**src/rtl/failure_backoff_skip_macros.svh**
```systemverilog
// assertion macros for the failure back-off skip block
// no dependencies; checks compile away under SYNTHESIS
`ifndef FAILURE_BACKOFF_SKIP_MACROS_SVH
`define FAILURE_BACKOFF_SKIP_MACROS_SVH

`ifndef SYNTHESIS
`define FBS_ASSERT_IMPL(lbl, clk, rst_n, ante, cons) \
  lbl: assert property (@(posedge clk) disable iff (!rst_n) (ante) |-> (cons)) \
    else $error("failure_backoff_skip: same-cycle check failed");
`define FBS_ASSERT_NEXT(lbl, clk, rst_n, ante, cons) \
  lbl: assert property (@(posedge clk) disable iff (!rst_n) (ante) |=> (cons)) \
    else $error("failure_backoff_skip: next-cycle check failed");
`else
`define FBS_ASSERT_IMPL(lbl, clk, rst_n, ante, cons)
`define FBS_ASSERT_NEXT(lbl, clk, rst_n, ante, cons)
`endif

`endif

```
**src/rtl/fbs_pkg.sv**
```systemverilog
// constants and state type for the failure back-off skip block
// no dependencies
package fbs_pkg;

  localparam int SLOT_COUNT = 64;
  localparam int SLOT_W     = $clog2(SLOT_COUNT);
  localparam int PHASE_W    = 8;

  localparam logic [15:0] MIN_OBSERVATIONS  = 16'd4;
  localparam logic [16:0] DEFAULT_THRESHOLD = 17'd32768;
  localparam logic [16:0] THRESHOLD_ONE     = 17'd65536;
  localparam logic [15:0] DEFAULT_PERIOD    = 16'd4;
  localparam logic [15:0] MIN_MILD_PERIOD   = 16'd2;

  typedef enum logic [1:0] {
    ST_IDLE,
    ST_MUL,
    ST_CHK,
    ST_DIV
  } fbs_state_t;

endpackage

```
**src/rtl/failure_backoff_skip.sv**
```systemverilog
// failure back-off skip decision: one request in, one skip result out
// path: a throttled request passes ST_MUL, ST_CHK and the ST_DIV steps before out_valid, others end after ST_CHK
// throughput: one request at a time; busy holds through the 8-step phase remainder
// phase store is a 64 x 8 memory with a registered read, per-entry valid bits cleared by reset
// rst_n is synchronous, active low; the receiver cannot stall results
// depends on fbs_pkg and failure_backoff_skip_macros.svh
`include "failure_backoff_skip_macros.svh"

module failure_backoff_skip (
  input  logic        clk,
  input  logic        rst_n,
  input  logic        start,
  output logic        busy,
  input  logic [5:0]  in_slot_id,
  input  logic        in_slot_present,
  input  logic [15:0] in_observation_count,
  input  logic [23:0] in_success_weight,
  input  logic [23:0] in_failure_weight,
  input  logic [16:0] in_skip_threshold,
  input  logic [15:0] in_base_period,
  output logic        out_valid,
  output logic        out_skip
);

  fbs_pkg::fbs_state_t state_r, state_nxt;

  logic [fbs_pkg::PHASE_W-1:0] phase_mem [fbs_pkg::SLOT_COUNT];
  logic [fbs_pkg::SLOT_COUNT-1:0] phase_vld_r;
  logic [fbs_pkg::PHASE_W-1:0] rd_data_r;

  logic [fbs_pkg::SLOT_W-1:0] slot_r;
  logic        elig_r;
  logic [23:0] f_r;
  logic [24:0] total_r;
  logic [16:0] thr_r;
  logic [15:0] base_r;
  logic [41:0] prod_r;
  logic        mild_r, severe_r;
  logic [16:0] period_r;
  logic [fbs_pkg::PHASE_W-1:0] div_r, rem_r;
  logic [2:0]  cnt_r, cnt_nxt;
  logic        out_valid_r, out_valid_nxt;
  logic        out_skip_r, out_skip_nxt;

  logic        accept;
  logic        below;
  logic        throttle;
  logic [fbs_pkg::PHASE_W-1:0] phase_old, phase_new;
  logic [15:0] half_base;
  logic [16:0] period_sel;
  logic [28:0] f10, t7, t9;
  logic [8:0]  rem_sh;
  logic        rem_ge;
  logic [fbs_pkg::PHASE_W-1:0] rem_step;

  assign accept    = start && !busy;
  assign busy      = (state_r != fbs_pkg::ST_IDLE);
  assign out_valid = out_valid_r;
  assign out_skip  = out_skip_r;

  assign below     = ({2'b00, f_r, 16'h0000} < prod_r);
  assign throttle  = elig_r && !below;
  assign phase_old = phase_vld_r[slot_r] ? rd_data_r : '0;
  assign phase_new = phase_old + 1'b1;
  assign half_base = {1'b0, base_r[15:1]};

  assign f10 = ({5'd0, f_r} << 3) + ({5'd0, f_r} << 1);
  assign t7  = ({4'd0, total_r} << 3) - {4'd0, total_r};
  assign t9  = ({4'd0, total_r} << 3) + {4'd0, total_r};

  always_comb begin
    if (mild_r) begin
      period_sel = (half_base < fbs_pkg::MIN_MILD_PERIOD) ?
                   {1'b0, fbs_pkg::MIN_MILD_PERIOD} : {1'b0, half_base};
    end else if (severe_r) begin
      period_sel = {base_r, 1'b0};
    end else begin
      period_sel = {1'b0, base_r};
    end
  end

  // one restoring step of phase mod period
  assign rem_sh   = {rem_r, div_r[fbs_pkg::PHASE_W-1]};
  assign rem_ge   = ({8'd0, rem_sh} >= period_r);
  assign rem_step = rem_ge ? 8'(rem_sh - period_r[8:0]) : rem_sh[7:0];

  always_comb begin
    state_nxt     = state_r;
    cnt_nxt       = cnt_r;
    out_valid_nxt = 1'b0;
    out_skip_nxt  = 1'b0;
    unique case (state_r)
      fbs_pkg::ST_IDLE: begin
        if (accept) begin
          state_nxt = fbs_pkg::ST_MUL;
        end
      end
      fbs_pkg::ST_MUL: begin
        state_nxt = fbs_pkg::ST_CHK;
      end
      fbs_pkg::ST_CHK: begin
        cnt_nxt = '0;
        if (throttle) begin
          state_nxt = fbs_pkg::ST_DIV;
        end else begin
          state_nxt     = fbs_pkg::ST_IDLE;
          out_valid_nxt = 1'b1;
        end
      end
      fbs_pkg::ST_DIV: begin
        cnt_nxt = cnt_r + 1'b1;
        if (cnt_r == 3'd7) begin
          state_nxt     = fbs_pkg::ST_IDLE;
          out_valid_nxt = 1'b1;
          out_skip_nxt  = (rem_step != '0);
        end
      end
      default: begin
        state_nxt = fbs_pkg::ST_IDLE;
      end
    endcase
  end

  always_ff @(posedge clk) begin
    if (!rst_n) begin
      state_r     <= fbs_pkg::ST_IDLE;
      cnt_r       <= '0;
      out_valid_r <= 1'b0;
      out_skip_r  <= 1'b0;
      phase_vld_r <= '0;
    end else begin
      state_r     <= state_nxt;
      cnt_r       <= cnt_nxt;
      out_valid_r <= out_valid_nxt;
      out_skip_r  <= out_skip_nxt;
      if (state_r == fbs_pkg::ST_CHK && throttle) begin
        phase_vld_r[slot_r] <= 1'b1;
      end
    end
  end

  // phase memory, read on accept, written back after the threshold check when throttled
  always_ff @(posedge clk) begin
    if (accept) begin
      rd_data_r <= phase_mem[in_slot_id];
    end
    if (state_r == fbs_pkg::ST_CHK && throttle) begin
      phase_mem[slot_r] <= phase_new;
    end
  end

  always_ff @(posedge clk) begin
    if (accept) begin
      slot_r  <= in_slot_id;
      elig_r  <= in_slot_present && (in_observation_count >= fbs_pkg::MIN_OBSERVATIONS)
                 && (in_failure_weight > in_success_weight);
      f_r     <= in_failure_weight;
      total_r <= {1'b0, in_success_weight} + {1'b0, in_failure_weight};
      thr_r   <= (in_skip_threshold == '0 || in_skip_threshold > fbs_pkg::THRESHOLD_ONE) ?
                 fbs_pkg::DEFAULT_THRESHOLD : in_skip_threshold;
      base_r  <= (in_base_period == '0) ? fbs_pkg::DEFAULT_PERIOD : in_base_period;
    end
    if (state_r == fbs_pkg::ST_MUL) begin
      prod_r   <= {25'd0, thr_r} * {17'd0, total_r};
      mild_r   <= (f10 <= t7);
      severe_r <= (f10 > t9);
    end
    if (state_r == fbs_pkg::ST_CHK) begin
      period_r <= period_sel;
      div_r    <= phase_new;
      rem_r    <= '0;
    end
    if (state_r == fbs_pkg::ST_DIV) begin
      div_r <= {div_r[fbs_pkg::PHASE_W-2:0], 1'b0};
      rem_r <= rem_step;
    end
  end

  `FBS_ASSERT_IMPL(a_result_when_idle, clk, rst_n, out_valid, !busy)
  `FBS_ASSERT_NEXT(a_accept_goes_busy, clk, rst_n, start && !busy, busy && !out_valid)
  `FBS_ASSERT_IMPL(a_skip_only_with_strobe, clk, rst_n, out_skip, out_valid)
  `FBS_ASSERT_NEXT(a_no_throttle_no_skip, clk, rst_n,
                   state_r == fbs_pkg::ST_CHK && !throttle, out_valid && !out_skip)

endmodule

```
**config.mk**
```make
export PLATFORM = sky130hd
export DESIGN_NAME = failure_backoff_skip
export DESIGN_NICKNAME = d
export VERILOG_FILES = /design/src/rtl/fbs_pkg.sv /design/src/rtl/failure_backoff_skip.sv
export VERILOG_INCLUDE_DIRS = /design/src /design/src/rtl
export SDC_FILE = /design/constraint.sdc
export NUM_CORES = 2
export LEC_CHECK = 0
export BUFFER_PORTS_ARGS = -buffer_cell sky130_fd_sc_hd__buf_2
export CAP_MARGIN = 20
export CORE_ASPECT_RATIO = 2
export CORE_UTILIZATION = 50
export CTS_CLUSTER_DIAMETER = 200
export DETAILED_ROUTE_END_ITERATION = 10
export GPL_TIMING_DRIVEN = 1
export HOLD_SLACK_MARGIN = 0.15
export PLACE_DENSITY = 0.74
export SLEW_MARGIN = 25
export SYNTH_ARGS = -nofsm -noshare
export SYNTH_HDL_FRONTEND = slang
export SYNTH_SLANG_ARGS = --single-unit
```
**constraint.sdc**
```tcl
create_clock -name clk -period 7.4 [get_ports clk]
set_input_delay 0.74 -clock clk [delete_from_list [all_inputs] [get_ports clk]]
set_output_delay 0.74 -clock clk [all_outputs]
set_load 0.01 [all_outputs]
```
==> run summary <==
Final setup viols - 0
Clock Latency Late Sink - 0.67 ns
Simple-gate share of the synthesized area - 0.1059
Flop pwr share - 0.223
Arr. time, crit path - 7.51 ns
Slew @ Worst Pin - 0.9768 ns
CTS Buffer Depth - 3
Xor/xnor share of the synthesized area - 0.02345
Synth top area cells - edfxtp_1 41%, fa_1 14%, ha_1 8.0%
Most frequent CP cell - fa_1
Die Span X - 225.7 um
Number of global-route vias before repair - 34.22k
CP max FO - 14
Layout area overhead - 10.07%
Drt wl/cell - 22.59 um
Met3 wire len - 4947 um
Drt drc - 0
Delay-heaviest family, CP - adder cells
Critical Path Start Type - register
Syn Area/Cell - 12.09 um^2
Row count - 163
Synth area leader - edfxtp_1
Final wirelength - 127300 um
Core ar. - 98910 um^2
First-pass GRT wire length - 194700 um
Fillers - 8040
CP peak stage delay - 0.88 ns
Sequential share of the synthesized area - 0.4398
Max layer used - met4
Worst-path clk slew - 0.06 ns
Switching Fraction - 0.4451
Final Skew - 0.03557 ns
Area of the multi-input gates - 25190 um^2
Post-DRT Antenna Nets - 0
Met2 routed WL - 71570 um
P_int - 14.70 mW
Starting density of the core - 0.5060
Clock power share - 0.137
Final hold viol count - 0
Fin crit period - 7.116 ns
Die area - 101400 um^2
Final Max Slew Viols - 0
Number of synthesized flops with an enable pin - 685
Max cap viols - 0
Mapped cell area - 50050 um^2
Post-Route M1 WL - 38060 um
CTS tree - built
Critical path class - register to register
Syn Nets - 4914
Antenna violations before repair - 4
Detail Placement HPWL - 96510 um
Gate power share - 0.640
Worst slew margin - 0.3488
Compound-cell area share of the yosys netlist - 0.06755
Synth async-reset ratio - 0
# nets final - 5032
Area share of fa/ha/maj cells after synthesis - 0.2195
Fin crit share - 0.9616
Pwr Density - 480.9 nW/um^2
Vias - 32.77k
Critical path, cell by cell - buf_4 -> nand2_1 -> fa_1 -> inv_1 -> fa_1 -> inv_1 -> fa_1 -> inv_1 -> fa_1 -> fa_1 -> inv_1 -> fa_1 -> inv_1 -> ha_1 -> nand2_1 -> or3_1 -> a21o_1 -> nor3_1 -> o211ai_1 -> a21oi_1 -> a21oi_1 -> o21ai_0 -> xnor2_1
Synth Instances - 4138
CTS Hold Bufs - 0
Post-synthesis mux area share - 0.08500
H-Tree Depth - 3
HP Class - primary input to register
Final Non-Filler Cells - 5634
Clk root buf - clkbuf_16
Slowest cell on crit path - edfxtp_1
Crit end category - register
Clock buffer count from CTS - 69
Sinks on the clock net - 757
Via/cell ratio - 5.816
Synthesis-stage register bit count - 757
Sw power - 11.79 mW
Maximum clock frequency - 140.5 MHz
Unrepaired setup endpoints after global routing - yes
Iteration-0 DRC Markers - 2199
WP buf/inv - 6
Port Buffer Count - 107
Share of layout cells above drive strength 1 - 0.1339
Dpl cells - 5497
IO Count - 110
Primary FF master, synth - edfxtp_1
First-pass detailed-route iteration total - 7
All-Layer GR Usage - 0.2574
Status - finished, final reports clean
Reg area - 22010 um^2
Critical path data required time - 7.79 ns
Gr ovfl total - 0
Worst Hold Slack - 0.2866 ns
Lkg Pwr - 22.06 nW
Synth top area share - 0.4110
Worst vdd ir - 1.059 mV
Die Ht - 449.4 um
Gpl congestion - 0.9423
Largest net degree at the start of global routing - 76
Main combinational cell family by area after synthesis - adder cells
Post-synth cell types - 72
Yosys Warn Count - 0
-- sequential cells by signal, summed over array words and instances, names as in the netlist, 2 cells and up --
name / count
thr_r: 17
state_r: 2
rd_data_r: 8
cnt_r: 3
prod_r: 42
rem_r: 8
phase_mem: 512
f_r: 24
div_r: 8
total_r: 25
period_r: 17
slot_r: 6
base_r: 16
phase_vld_r: 64
-- per-layer routing --
metal	up-vias	GRT usage
met5	-	0
met4	0	0.2219
met3	496	0.03259
met2	1104	0.4908
met1	16470	0.2327
li1	14699	-
-- cells by family (layout without fill, tap and decap cells) --
logic type,after synthesis,after routing
AND/OR/NAND/NOR,1079,1079
buffers and inverters,774,946
multiplexers,207,207
AO/OA/AOI/OAI,518,518
flip-flops,757,757
XOR/XNOR,134,134
adder cells (fa/ha/maj),669,669
other,0,4
-- power by group through the flow --
stage               registers (mW)  logic, mW  clock network (mW)
floorplan                     5.86       12.4                   0
global placement              5.99       16.5                   0
detailed placement            5.99       16.8                   0
CTS                           5.90       16.9                3.69
global route                  5.91       19.1                3.84
finish                        5.90       17.0                3.63
-- stage by stage --
stage / utilization / power (mW) / worst slack [ns] / setup TNS, ns / area, um^2
3_5_place_dp: 0.5324 / 22.76 / 0.3110 / 0 / 52660
2_1_floorplan: - / 18.27 / 0.9146 / 0 / 50050
4_1_cts: 0.5553 / 26.48 / 0.2853 / 0 / 54930
3_3_place_gp: 0.5323 / 22.49 / 0.3203 / 0 / 52650
5_1_grt: 0.5569 / 28.80 / -0.01942 / -0.01942 / 55080
6_report: 0.5569 / 26.49 / 0.2839 / 0 / 55090
-- repair_timing --
action / CTS / global route
setup buffers: 0 / 6
resized for setup: 0 / 3
setup endpoints to repair: 0 / 7
-- worst reg2reg max path, cell delays in order, from the launching register on --
cell,delay [ns]
edfxtp_1,0.88
buf_4,0.28
nand2_1,0.07
fa_1,0.48
inv_1,0.06
fa_1,0.52
inv_1,0.05
fa_1,0.50
inv_1,0.05
fa_1,0.47
fa_1,0.55
inv_1,0.05
fa_1,0.63
inv_1,0.07
ha_1,0.34
nand2_1,0.11
or3_1,0.32
a21o_1,0.16
nor3_1,0.30
o211ai_1,0.20
a21oi_1,0.26
a21oi_1,0.17
o21ai_0,0.24
xnor2_1,0.10
-- Yosys cell counts (89+ instances only) --
| library cell | number |
|---|---|
| and2_1 | 192 |
| mux4_2 | 174 |
| a21oi_1 | 149 |
| nor2_1 | 131 |
| fa_1 | 348 |
| edfxtp_1 | 685 |
| nand2_1 | 407 |
| o21ai_0 | 112 |
| xnor2_1 | 90 |
| nor4_1 | 89 |
| inv_1 | 554 |
| clkbuf_1 | 174 |
| ha_1 | 321 |
-- cell type report --
type / instances / area share
multi-input cells: 2607 / 0.4574
clock inverters: 38 / 0.007314
flip-flops and latches: 757 / 0.3996
diodes: 4 / 0.0001817
well taps: 1320 / 0.02998
repair buffers: 265 / 0.03377
clock buffers: 87 / 0.03391
inverters: 556 / 0.03791
-- cell usage in the layout (no fill, tap or decap), drive strengths merged, types with 59 or more instances in the layout --
cell    count
a21o       59
a21oi     149
and2      192
buf       264
clkbuf     88
dfxtp      72
edfxtp    685
fa        348
ha        321
inv       557
mux4      174
nand2     407
nand3      74
nor2      131
nor4       89
o21ai     113
xnor2      90
-- final timing paths --
path,end,cells after the start,start,slack [ns]
setup / recovery,prod_r[39]$_DFFE_PN_,23,total_r[11]$_DFFE_PP_,0.28
hold reg to reg,phase_vld_r[33]$_SDFFE_PN0P_,2,phase_vld_r[33]$_SDFFE_PN0P_,0.45
hold / removal,base_r[15]$_SDFFCE_PN0P_,1,in_base_period[15],0.29
setup reg to reg,prod_r[39]$_DFFE_PN_,23,total_r[11]$_DFFE_PP_,0.28
Power figures use the tool's default switching activity.
